==> config.mk <==
export PLATFORM = sky130hd
export DESIGN_NAME = spg_scale
export DESIGN_NICKNAME = d
export VERILOG_FILES = /design/src/hdl/spg_pkg.sv /design/src/hdl/spg_scale.sv
export SDC_FILE = /design/constraint.sdc
export NUM_CORES = 2
export LEC_CHECK = 0
export ABC_CLOCK_PERIOD_IN_PS = 9900
export BUFFER_PORTS_ARGS = -buffer_cell sky130_fd_sc_hd__buf_2
export CAP_MARGIN = 10
export CORE_MARGIN = 4
export CORE_UTILIZATION = 34
export CTS_BUF_LIST = sky130_fd_sc_hd__clkbuf_2
export CTS_CLUSTER_SIZE = 28
export DETAILED_ROUTE_END_ITERATION = 6
export SLEW_MARGIN = 0
export SYNTH_ARGS = -nofsm -noshare
export SYNTH_HDL_FRONTEND = slang
export SYNTH_SLANG_ARGS = --single-unit
export TNS_END_PERCENT = 30
==> constraint.sdc <==
create_clock -name clk -period 9.9 [get_ports clk]
set_input_delay 0 -clock clk [delete_from_list [all_inputs] [get_ports clk]]
set_output_delay 0 -clock clk [all_outputs]
set_load 0.01 [all_outputs]
==> src/hdl/spg_pkg.sv <==
// spg_pkg: shared types, constants and helper functions of the spiral point generator
// used by spg_divider, spg_cordic, spg_scale and spiral_point_generator_core
// no dependencies
package spg_pkg;

  // configuration register indexes
  localparam logic [1:0] REG_OUTER_RADIUS    = 2'd0;
  localparam logic [1:0] REG_BAR_HEIGHT      = 2'd1;
  localparam logic [1:0] REG_RING_GAP        = 2'd2;
  localparam logic [1:0] REG_POINTS_PER_TURN = 2'd3;

  localparam int LEN_W  = 31;  // radius, bar height, ring gap
  localparam int PPT_W  = 16;  // points per turn
  localparam int IDX_W  = 16;  // point index
  localparam int COORD_W = 32;

  // pipelined long division, four quotient bits per stage
  localparam int DIV_W      = 52;
  localparam int DIV_STEP   = 4;
  localparam int DIV_STAGES = DIV_W / DIV_STEP;

  // radius is signed and well below 2^50 in magnitude
  localparam int RAD_W = 52;

  // cordic datapath, Q2.30 unit values and phase of 2^32 per turn
  localparam int CW = 34;
  localparam logic signed [CW-1:0] CORDIC_GAIN = 34'sd652032874;
  localparam int MAX_STAGES = 24;

  typedef struct packed {
    logic [DIV_STEP-1:0] q;
    logic [PPT_W-1:0]    r;
  } spg_divstep_t;

  // values carried alongside the cordic rotation
  typedef struct packed {
    logic signed [RAD_W-1:0] radius;
    logic [1:0]              quad;
  } spg_side_t;

  // four restoring division steps; remainder stays below the divisor
  function automatic spg_divstep_t div_step(input logic [PPT_W-1:0] r_in,
                                            input logic [DIV_STEP-1:0] bits,
                                            input logic [PPT_W-1:0] d);
    spg_divstep_t res;
    logic [PPT_W:0] t;
    logic [PPT_W-1:0] r;
    r = r_in;
    res.q = '0;
    for (int i = DIV_STEP - 1; i >= 0; i--) begin
      t = {r, bits[i]};
      if (t >= {1'b0, d}) begin
        r = PPT_W'(t - {1'b0, d});
        res.q[i] = 1'b1;
      end else begin
        r = t[PPT_W-1:0];
        res.q[i] = 1'b0;
      end
    end
    res.r = r;
    return res;
  endfunction

  // arctangent of 2^-k in phase units (2^32 per turn)
  function automatic logic signed [CW-1:0] atan_turn(input logic [4:0] k);
    logic signed [CW-1:0] a;
    unique case (k)
      5'd0:  a = 34'sd536870912;
      5'd1:  a = 34'sd316933406;
      5'd2:  a = 34'sd167458907;
      5'd3:  a = 34'sd85004756;
      5'd4:  a = 34'sd42667331;
      5'd5:  a = 34'sd21354465;
      5'd6:  a = 34'sd10679838;
      5'd7:  a = 34'sd5340245;
      5'd8:  a = 34'sd2670163;
      5'd9:  a = 34'sd1335087;
      5'd10: a = 34'sd667544;
      5'd11: a = 34'sd333772;
      5'd12: a = 34'sd166886;
      5'd13: a = 34'sd83443;
      5'd14: a = 34'sd41722;
      5'd15: a = 34'sd20861;
      5'd16: a = 34'sd10430;
      5'd17: a = 34'sd5215;
      5'd18: a = 34'sd2608;
      5'd19: a = 34'sd1304;
      5'd20: a = 34'sd652;
      5'd21: a = 34'sd326;
      5'd22: a = 34'sd163;
      5'd23: a = 34'sd81;
      default: a = '0;
    endcase
    return a;
  endfunction

endpackage

==> src/hdl/spg_scale.sv <==
// spg_scale: radius times Q30 unit value, truncated toward zero and saturated to 32 bits
// four stages: magnitudes, split multiply, combine, sign and clamp; depends on spg_pkg
module spg_scale (
  input  logic                             clk,
  input  logic                             rst,
  input  logic                             en,
  input  logic                             in_valid,
  input  logic signed [spg_pkg::RAD_W-1:0] radius,
  input  logic signed [spg_pkg::CW-1:0]    unit,
  output logic                             out_valid,
  output logic signed [spg_pkg::COORD_W-1:0] coord
);

  logic [3:0] v;

  // stage 1: magnitudes and result sign
  logic [50:0] rm;
  logic [31:0] cm;
  logic        neg1;
  // stage 2: partial products
  logic [53:0] hi;
  logic [60:0] lo;
  logic        neg2;
  // stage 3: combined magnitude
  logic [32:0] mag;
  logic        neg3;

  logic [spg_pkg::RAD_W-1:0] r_abs;
  logic [spg_pkg::CW-1:0]    c_abs;
  logic [62:0]               sum;
  logic [32:0]               mag_next;
  logic [32:0]               lim;
  logic [spg_pkg::COORD_W-1:0] coord_next;

  always_comb begin
    r_abs = radius[spg_pkg::RAD_W-1] ? spg_pkg::RAD_W'(-radius) : radius;
    c_abs = unit[spg_pkg::CW-1] ? spg_pkg::CW'(-unit) : unit;
  end

  // combine partial products, any high overflow saturates
  always_comb begin
    sum = {hi[32:0], 29'b0} + {2'b0, lo};
    if (|hi[53:33]) begin
      mag_next = 33'h1_0000_0000;
    end else begin
      mag_next = sum[62:30];
    end
  end

  // clamp to the signed range and apply the sign
  always_comb begin
    if (neg3) begin
      lim = (mag > 33'h0_8000_0000) ? 33'h0_8000_0000 : mag;
      coord_next = 32'(~lim + 33'd1);
    end else begin
      lim = (mag > 33'h0_7FFF_FFFF) ? 33'h0_7FFF_FFFF : mag;
      coord_next = lim[31:0];
    end
  end

  always_ff @(posedge clk) begin
    if (rst) begin
      v <= '0;
    end else if (en) begin
      v <= {v[2:0], in_valid};
    end
  end

  always_ff @(posedge clk) begin
    if (en) begin
      rm    <= r_abs[50:0];
      cm    <= c_abs[31:0];
      neg1  <= radius[spg_pkg::RAD_W-1] ^ unit[spg_pkg::CW-1];
      hi    <= rm[50:29] * cm;
      lo    <= rm[28:0] * cm;
      neg2  <= neg1;
      mag   <= mag_next;
      neg3  <= neg2;
      coord <= coord_next;
    end
  end

  assign out_valid = v[3];

endmodule

==> run summary <==
Outcome -> completed
Area of the die -> 0.192 mm2
CTS Hold Bufs -> 267
H-tree depth reported by CTS -> 3
Drt drc -> 0
Via count -> 46645
Post-Synthesis Cell Area -> 0.0628 mm2
Drt first pass iters -> 6
CP arrival -> 10.11 ns
WL/cell -> 19.1 um
Core Footprint -> 0.183 mm2
1st-iter DRT viols -> 3261
First-pass GRT wire length -> 287000 um
Post-synth ARST share -> 0%
Worst hold start -> radius[37]
EDFF count, synth -> 237
Synthesis-stage register bit count -> 241
Drt total wl -> 180000 um
Max-slew violation count -> 0
Final Skew -> 0.130 ns
Die Y -> 438 um
Fin. Hold Viols -> 0
Fin Hold WS -> 0.248 ns
Ratio of cells with drive above 1 in the final layout -> 5.55%
Buffers from clock root to sink, at most -> 3
R2R cell count -> 26
Clock Latency Late Sink -> 1.27 ns
Global Route Usage Sum -> 19.1%
PostCTS Resize Cnt -> 0
R2r setup slk -> 0.80 ns
Final core utilization -> 38.0%
TritonCTS clock tree -> yes
Initial antenna violation count -> 9
Root buffer cell -> clkbuf_2
Fin nets -> 8864
FP Rows -> 157
Commonest non-fill, non-tap cell in the layout -> inv_1
Antenna Violating Nets Remaining -> 0
Syn-to-layout area delta -> 10.8%
Unrepaired setup endpoints after global routing -> false
Hold path endpoint -> rm[38]
Register Area -> 0.00720 mm2
Highest Clock Rate -> 110 MHz
Crit Path Class -> reg2reg
Final setup vio count -> 0
Primary FF master, synth -> edfxtp_1
Worst slew margin -> 20.7%
GR Overflow Total -> 0
Gate Count Post-Synth -> 6689
CTS Buf Count -> 70
Most frequent cells in the layout -> inv_1 (1410), fa_1 (1402), nand2_1 (1044)
Post-CTS Setup Repair Bufs -> 0
Setup_tns -> 0 ns
Vias per cell -> 4.94
Worst-path fanout max -> 24
Max_cap viols -> 0
Vias in the first global route -> 50556
CTS clk-pin slew, worst paths -> 0.10 ns
PortBufs -> 121
Synth warnings -> 0
Fill count -> 18181
Minimum clock period -> 9.10 ns
Hold Path Stages -> 5
Mapped Avg Cell Area -> 9.39 um2
Worst path required time -> 10.90 ns
Multi-input gate area -> 0.0490 mm2
Largest net degree at the start of global routing -> 136
CTS Sinks -> 241
Top Ports -> 123
Placer Congestion -> 0.937
Synth Net Count -> 8631
RR Startpoint -> rm[3]
Post-synth cell types -> 70
Period utilization -> 92.0%
Seq/Total Area, Yosys -> 11.5%
CP Launch Type -> register
HP Class -> in2reg
DP HPWL -> 142000 um
Die Wd -> 438 um
Least-Margin Pin Slew -> 1.19 ns
RR Endpoint -> lo[43]
Initial Util -> 34.3%
CP endpoint kind -> register
==> flip-flops by register name (all words and copies together) (netlist names) <==
signal  count
hi         54
mag        33
neg1        1
cm         32
v           4
rm         51
neg3        1
coord      32
neg2        1
lo         32
==> per-stage QoR <==
step                      cells  worst slack, ns  instance area, um2
after floorplan            6689             2.50               62800
after global placement     9047            0.993               66200
after detailed placement   9047            0.859               66200
after CTS                  9434            0.868               69500
after global routing       9437            0.445               69600
final                      9440            0.795               69600
==> worst max-delay path by stage <==
stage / startpoint / end / slack [ns]
floorplan: cm[13] / lo[43] / 2.50
global placement: rm[3] / lo[43] / 0.99
detailed placement: rm[3] / lo[43] / 0.86
CTS: rm[3] / lo[43] / 0.87
global route: rm[3] / lo[43] / 0.45
finish: rm[3] / lo[43] / 0.80
==> kinds of logic (layout without fill, tap and decap cells) <==
kind of cell | Yosys count | in the layout | share of synthesized area [%]
and+or+nand+nor | 2099 | 2099 | 16.2
buffers and inverters | 1774 | 2055 | 10.6
AOI/OAI and AO/OA | 528 | 528 | 5.30
DFF | 241 | 241 | 11.5
muxes | 5 | 5 | 0.0797
adders and majority gates | 1852 | 1852 | 53.7
other | 0 | 6 | 0
xor gates and xnor gates | 190 | 190 | 2.65
==> cell type report <==
cell class / count / area share (%)
Antenna cell: 6 / 0.0216
Sequential cell: 241 / 10.3
Tap cell: 2464 / 4.43
Clock buffer: 90 / 0.648
Inverter: 1410 / 7.61
Clock inverter: 30 / 0.243
Multi-Input combinational cell: 4674 / 70.4
Timing Repair Buffer: 525 / 6.32
==> layer usage <==
layer | vias to the layer above | routed length [um] | track usage (%)
met5 | - | 9 | 0
met4 | 2 | 5060 | 5.29
met3 | 288 | 14800 | 3.86
met2 | 1704 | 82300 | 30.9
met1 | 24071 | 77600 | 26.2
li1 | 20580 | - | -
==> cell usage after synthesis (11+ instances only) <==
| cell | count | area share [%] |
|---|---|---|
| edfxtp_1 | 237 | 11 |
| nand4_1 | 29 | 0.29 |
| xnor2_1 | 148 | 2.1 |
| or4_1 | 20 | 0.24 |
| a21o_1 | 62 | 0.74 |
| clkbuf_1 | 362 | 2.2 |
| xor2_1 | 42 | 0.59 |
| a211oi_1 | 11 | 0.13 |
| nand2b_1 | 16 | 0.16 |
| o211ai_1 | 20 | 0.24 |
| nand2_1 | 1044 | 6.2 |
| ha_1 | 450 | 9.0 |
| nor2_1 | 133 | 0.79 |
| fa_1 | 1402 | 45 |
| o21ai_0 | 117 | 0.93 |
| a31oi_1 | 14 | 0.14 |
| nor3_1 | 28 | 0.22 |
| a21oi_1 | 169 | 1.3 |
| o21a_1 | 14 | 0.17 |
| and3_1 | 11 | 0.11 |
| nand3_1 | 36 | 0.29 |
| o31ai_1 | 27 | 0.32 |
| inv_1 | 1410 | 8.4 |
| nor4_1 | 15 | 0.15 |
| o41ai_1 | 13 | 0.18 |
| and2_1 | 722 | 7.2 |
| o21bai_1 | 12 | 0.14 |
==> critical path: stages, from the launching register on <==
cell and delay [ns]:
edfxtp_1 1.00, buf_4 0.31, and2_1 0.16, fa_1 0.45, fa_1 0.51, fa_1 0.54, inv_1 0.06, fa_1 0.49
inv_1 0.06, fa_1 0.49, inv_1 0.05, fa_1 0.53, inv_1 0.05, fa_1 0.38, fa_1 0.47, ha_1 0.31
and3_1 0.23, and4_1 0.24, a32oi_1 0.24, o211ai_1 0.18, a2111oi_1 0.72, buf_4 0.26, o21ai_0 0.17, a21oi_1 0.31
o21ai_0 0.29, a21oi_1 0.26, xnor2_1 0.09
Power is not shown: default switching activity piles up to over one toggle a cycle in this logic, so the estimate is an artifact.
