### config.mk
export PLATFORM = sky130hd
export DESIGN_NAME = spg_divider
export DESIGN_NICKNAME = d
export VERILOG_FILES = /design/src/hdl/spg_pkg.sv /design/src/hdl/spg_divider.sv
export SDC_FILE = /design/constraint.sdc
export NUM_CORES = 2
export LEC_CHECK = 0
export BUFFER_PORTS_ARGS = -buffer_cell sky130_fd_sc_hd__buf_2
export CAP_MARGIN = 25
export CORE_MARGIN = 1.5
export CORE_UTILIZATION = 45
export DETAILED_ROUTE_END_ITERATION = 12
export PLACE_DENSITY = 0.73
export SKIP_LAST_GASP = 1
export SLEW_MARGIN = 20
export SYNTH_ARGS = -nofsm -noshare
export SYNTH_HDL_FRONTEND = slang
export SYNTH_SLANG_ARGS = --single-unit
### constraint.sdc
create_clock -name clk -period 15.48 [get_ports clk]
set_input_delay 2.322 -clock clk [delete_from_list [all_inputs] [get_ports clk]]
set_output_delay 2.322 -clock clk [all_outputs]
set_load 0.01 [all_outputs]
### src/hdl/spg_pkg.sv
// spg_pkg: shared types, constants and helper functions of the spiral point generator
// used by spg_divider, spg_cordic, spg_scale and spiral_point_generator_core
// no dependencies
package spg_pkg;

  // configuration register indexes
  localparam logic [1:0] REG_OUTER_RADIUS    = 2'd0;
  localparam logic [1:0] REG_BAR_HEIGHT      = 2'd1;
  localparam logic [1:0] REG_RING_GAP        = 2'd2;
  localparam logic [1:0] REG_POINTS_PER_TURN = 2'd3;

  localparam int LEN_W  = 31;  // radius, bar height, ring gap
  localparam int PPT_W  = 16;  // points per turn
  localparam int IDX_W  = 16;  // point index
  localparam int COORD_W = 32;

  // pipelined long division, four quotient bits per stage
  localparam int DIV_W      = 52;
  localparam int DIV_STEP   = 4;
  localparam int DIV_STAGES = DIV_W / DIV_STEP;

  // radius is signed and well below 2^50 in magnitude
  localparam int RAD_W = 52;

  // cordic datapath, Q2.30 unit values and phase of 2^32 per turn
  localparam int CW = 34;
  localparam logic signed [CW-1:0] CORDIC_GAIN = 34'sd652032874;
  localparam int MAX_STAGES = 24;

  typedef struct packed {
    logic [DIV_STEP-1:0] q;
    logic [PPT_W-1:0]    r;
  } spg_divstep_t;

  // values carried alongside the cordic rotation
  typedef struct packed {
    logic signed [RAD_W-1:0] radius;
    logic [1:0]              quad;
  } spg_side_t;

  // four restoring division steps; remainder stays below the divisor
  function automatic spg_divstep_t div_step(input logic [PPT_W-1:0] r_in,
                                            input logic [DIV_STEP-1:0] bits,
                                            input logic [PPT_W-1:0] d);
    spg_divstep_t res;
    logic [PPT_W:0] t;
    logic [PPT_W-1:0] r;
    r = r_in;
    res.q = '0;
    for (int i = DIV_STEP - 1; i >= 0; i--) begin
      t = {r, bits[i]};
      if (t >= {1'b0, d}) begin
        r = PPT_W'(t - {1'b0, d});
        res.q[i] = 1'b1;
      end else begin
        r = t[PPT_W-1:0];
        res.q[i] = 1'b0;
      end
    end
    res.r = r;
    return res;
  endfunction

  // arctangent of 2^-k in phase units (2^32 per turn)
  function automatic logic signed [CW-1:0] atan_turn(input logic [4:0] k);
    logic signed [CW-1:0] a;
    unique case (k)
      5'd0:  a = 34'sd536870912;
      5'd1:  a = 34'sd316933406;
      5'd2:  a = 34'sd167458907;
      5'd3:  a = 34'sd85004756;
      5'd4:  a = 34'sd42667331;
      5'd5:  a = 34'sd21354465;
      5'd6:  a = 34'sd10679838;
      5'd7:  a = 34'sd5340245;
      5'd8:  a = 34'sd2670163;
      5'd9:  a = 34'sd1335087;
      5'd10: a = 34'sd667544;
      5'd11: a = 34'sd333772;
      5'd12: a = 34'sd166886;
      5'd13: a = 34'sd83443;
      5'd14: a = 34'sd41722;
      5'd15: a = 34'sd20861;
      5'd16: a = 34'sd10430;
      5'd17: a = 34'sd5215;
      5'd18: a = 34'sd2608;
      5'd19: a = 34'sd1304;
      5'd20: a = 34'sd652;
      5'd21: a = 34'sd326;
      5'd22: a = 34'sd163;
      5'd23: a = 34'sd81;
      default: a = '0;
    endcase
    return a;
  endfunction

endpackage

### src/hdl/spg_divider.sv
// spg_divider: pipelined unsigned long division of a 52-bit dividend by a 16-bit divisor
// four quotient bits per stage, valid bits travel with the data
// depends on spg_pkg
module spg_divider (
  input  logic                        clk,
  input  logic                        rst,
  input  logic                        en,
  input  logic                        in_valid,
  input  logic [spg_pkg::DIV_W-1:0]   dividend,
  input  logic [spg_pkg::PPT_W-1:0]   divisor,
  output logic                        out_valid,
  output logic [spg_pkg::DIV_W-1:0]   quotient
);

  // each word holds quotient bits above and untouched dividend bits below
  logic [spg_pkg::DIV_W-1:0] w [spg_pkg::DIV_STAGES+1];
  logic [spg_pkg::PPT_W-1:0] r [spg_pkg::DIV_STAGES+1];
  logic                      v [spg_pkg::DIV_STAGES+1];

  assign w[0] = dividend;
  assign r[0] = '0;
  assign v[0] = in_valid;

  for (genvar i = 0; i < spg_pkg::DIV_STAGES; i++) begin : g_stage
    localparam int TOP = spg_pkg::DIV_W - 1 - spg_pkg::DIV_STEP * i;
    spg_pkg::spg_divstep_t st;
    logic [spg_pkg::DIV_W-1:0] w_next;

    // four division steps on the next dividend bits
    always_comb begin
      st = spg_pkg::div_step(r[i], w[i][TOP -: spg_pkg::DIV_STEP], divisor);
      w_next = w[i];
      w_next[TOP -: spg_pkg::DIV_STEP] = st.q;
    end

    always_ff @(posedge clk) begin
      if (rst) begin
        v[i+1] <= 1'b0;
      end else if (en) begin
        v[i+1] <= v[i];
      end
    end

    always_ff @(posedge clk) begin
      if (en) begin
        w[i+1] <= w_next;
        r[i+1] <= st.r;
      end
    end
  end

  assign out_valid = v[spg_pkg::DIV_STAGES];
  assign quotient  = w[spg_pkg::DIV_STAGES];

endmodule

==> flow_summary.yaml <==
yosys:
  synth_top_family_by_area: "compound AO/OA/AOI/OAI gates"
  synth.cell_area_mm2: 0.07204
  synth_compound_area_share_pct: 17.69
  synth_edf_count: 868
  syn_inst: 7056
  yosys.area_share.simple_pct: 11.64
  synthFlopType: "edfxtp_1"
  synthesis.nets: 7996
  synth_cell_types: 116
  synthMuxAreaShare_pct: 8.630
  synth-adder-area-share_pct: 15.60
  syn_avg_cell_area_um2: 10.21
  ys_seq_area_share_pct: 36.54
  synth-async-reset-ratio_pct: 0
  synth-seq-cells: 881
  synth_xor_area_share_pct: 6.686
  synth.yosys.warnings: 0
cts:
  cts_resized: 0
  clk_pin_slew_ns: 0.06
  clkLatencyLatePin_ns: 0.76
  clk_path_buf_depth: 3
  cts_tree: "built"
  cts.sinks: 881
  cts_root_buf: "clkbuf_16"
  cts_hold_buf: 0
  cts_setup_buffers: 0
  cts_buffers: 99
  htree_num_levels: 3
worst_hold_path:
  hold_path_class: "reg2reg"
  hold_path_end: "g_stage[4].w_next[8]"
  hold_start: "g_stage[3].w_next[8]"
  hold_path_depth: 0
timing:
  slew_violations: 0
  finalCritPeriodShare_pct: 90.25
  worstMarginPinSlew_ns: 1.022
  fin_skew_ns: 0.05656
  setup_violations: 0
  fmax_mhz: 71.58
  relSlewSlack_pct: 31.87
  hold_viol: 0
  rsz0062_at_grt: "no"
  min_period_ns: 13.97
  finalSetupTns_ns: 0
global_routing:
  grt_pass1_vias: 53640
  grt_max_degree: 174
  grt_overflow_total: 0
  grt_antenna_before_repair: 1
  grt_pass1_wl_um: 291300
  track_usage_pct: 22.40
setup_path:
  regToRegSetupSlack_ns: 3.34
  path_delay_family: "compound AO/OA/AOI/OAI gates"
  cp_slowest_cell: "a211oi_4"
  reg2reg_from: "r[103]"
  cp_common_cell: "o21ai_0"
  critPathBufInv: 6
  worst_ep_arrival_time_ns: 14.46
  crit_type: "in2reg"
  required_ns: 15.97
  end_kind: "flip-flop"
  r2r-end: "r[85]"
  max_stage_delay_ns: 0.77
  crit_path_start_kind: "primary input"
  worst-path-max-fanout: 20
  reg2reg_depth: 45
finish:
  drive_above_1_share_pct: 12.91
  final_nets: 8163
  area_growth_syn_to_layout_pct: 9.040
  diodes: 0
  stdcell_area_mm2: 0.07856
flow_run:
  drv_cap: 0
place:
  place_hpwl_um: 135700
  placed_cell_area_mm2: 0.07527
  gp_congestion: 0.9351
  portBuffers: 124
floorplanning:
  core_area_mm2: 0.1587
  initial_utilization_pct: 45.38
  chipHeight_um: 403.1
  die_area_mm2: 0.1625
  num_rows: 146
  ios: 125
  die_w_um: 403.1
drt:
  drt_wl_total_um: 187000
  drtPass1Iterations: 8
  dr_total_vias: 55580
  postRouteAntennaNets: 0
  post-route-drc-count: 0
  first_iter_violations: 4358
  vias_per_cell: 5.931
  wire_per_inst_um: 19.96
outcome:
  status: "finished clean"
-- cell type report --
class	instances	area (um2)
Sequential cell	881	26330
Fill cell	14230	80190
Clock buffer	114	2606
Inverter	386	1456
Multi-Input combinational cell	5641	43430
Tap cell	2072	2592
Timing Repair Buffer	214	1478
Clock inverter	63	669.4
-- flip-flops by register name, summed over array words and instances (netlist names) --
signal	count
out_valid	1
quotient	52
v	12
g_stage.w_next	576
w	48
r	192
-- through the flow --
| step | setup WS (ns) | hold WS (ns) | cells | util (%) |
|---|---|---|---|---|
| after CTS | 1.600 | 0.3881 | 9370 | 49.48 |
| after global routing | 0.3874 | 0.4041 | 9371 | 49.49 |
| after global placement | 1.058 | 0.4006 | 9193 | 47.42 |
| final | 1.509 | 0.4025 | 9371 | 49.49 |
| after floorplan | 0.9205 | 0.4003 | 7056 | - |
| after detailed placement | 0.8484 | 0.4045 | 9193 | 47.42 |
-- worst max path at each step --
stage               depth (start not counted)       start    end
global placement                           42  divisor[1]  r[68]
finish                                     42  divisor[1]  r[75]
global route                               42  divisor[1]  r[75]
CTS                                        42  divisor[1]  r[75]
detailed placement                         42  divisor[1]  r[68]
floorplan                                  49  divisor[1]  r[87]
-- worst register-to-register path: cells and delay by family (launching register included) --
family,cells,cell delay (ns)
buffers and inverters,4,0.58
adders and majority gates,4,1.35
and+or+nand+nor,12,2.61
muxes,1,0.42
DFF,1,0.40
AOI/OAI and AO/OA,24,6.51
-- layer usage --
layer,up-vias,part of all wire (%),GRT usage [%]
met5,-,0.0070,0
li1,27010,-,-
met3,399,5.3,3.070
met2,1574,46,36.91
met4,2,3.6,8.030
met1,26590,45,30.04
-- cells in the mapped netlist (58+ instances only) --
| master | instances | share of area (%) |
|---|---|---|
| xnor2_1 | 381 | 4.6 |
| nand2_1 | 398 | 2.1 |
| mux2_2 | 437 | 6.8 |
| nand2b_1 | 73 | 0.63 |
| o21a_1 | 135 | 1.4 |
| mux2i_1 | 89 | 1.2 |
| nand4_1 | 121 | 1.1 |
| a21o_1 | 222 | 2.3 |
| xor2_1 | 169 | 2.1 |
| edfxtp_1 | 868 | 36 |
| nand3_1 | 139 | 0.97 |
| ha_1 | 818 | 14 |
| inv_1 | 378 | 2.0 |
| o21ai_0 | 410 | 2.8 |
| a21boi_0 | 66 | 0.69 |
| nor3_1 | 133 | 0.92 |
| a21oi_1 | 560 | 3.9 |
| o21bai_1 | 86 | 0.90 |
| buf_4 | 58 | 0.60 |
| nor2_1 | 466 | 2.4 |
| nor2b_1 | 118 | 1.0 |
-- cell families (layout without fill, tap and decap cells) --
logic type,count (synthesis),after routing
adders and majority gates,868,868
DFF,881,881
xor gates and xnor gates,550,550
AOI/OAI and AO/OA,1955,1955
muxes,554,554
buffers and inverters,534,777
and+or+nand+nor,1714,1714
-- layout by cell type (no fill, tap or decap), types with 32 or more instances in the layout --
| cell | netlist | layout |
|---|---|---|
| edfxtp_1 | 868 | 868 |
| ha_1 | 818 | 818 |
| a21oi_1 | 560 | 560 |
| nor2_1 | 466 | 466 |
| mux2_2 | 437 | 437 |
| o21ai_0 | 410 | 410 |
| nand2_1 | 398 | 398 |
| xnor2_1 | 381 | 381 |
| inv_1 | 378 | 363 |
| a21o_1 | 222 | 222 |
| xor2_1 | 169 | 169 |
| nand3_1 | 139 | 139 |
| o21a_1 | 135 | 135 |
| nor3_1 | 133 | 133 |
| nand4_1 | 121 | 121 |
| buf_2 | 23 | 121 |
| nor2b_1 | 118 | 118 |
| clkbuf_16 | 0 | 101 |
| mux2i_1 | 89 | 89 |
| o21bai_1 | 86 | 86 |
| buf_4 | 58 | 78 |
| nand2b_1 | 73 | 73 |
| a21boi_0 | 66 | 66 |
| nor4_1 | 51 | 50 |
| o31ai_1 | 50 | 50 |
| fa_1 | 50 | 50 |
| a211oi_1 | 48 | 48 |
| a31oi_1 | 46 | 46 |
| o211ai_1 | 38 | 38 |
| or3_1 | 38 | 38 |
| and3_1 | 36 | 36 |
| o31a_1 | 32 | 32 |
| and2_1 | 32 | 32 |
Power is left out: the tool's default activity adds up to more than one toggle a clock period on the data nets, which glitch-free logic cannot reach.
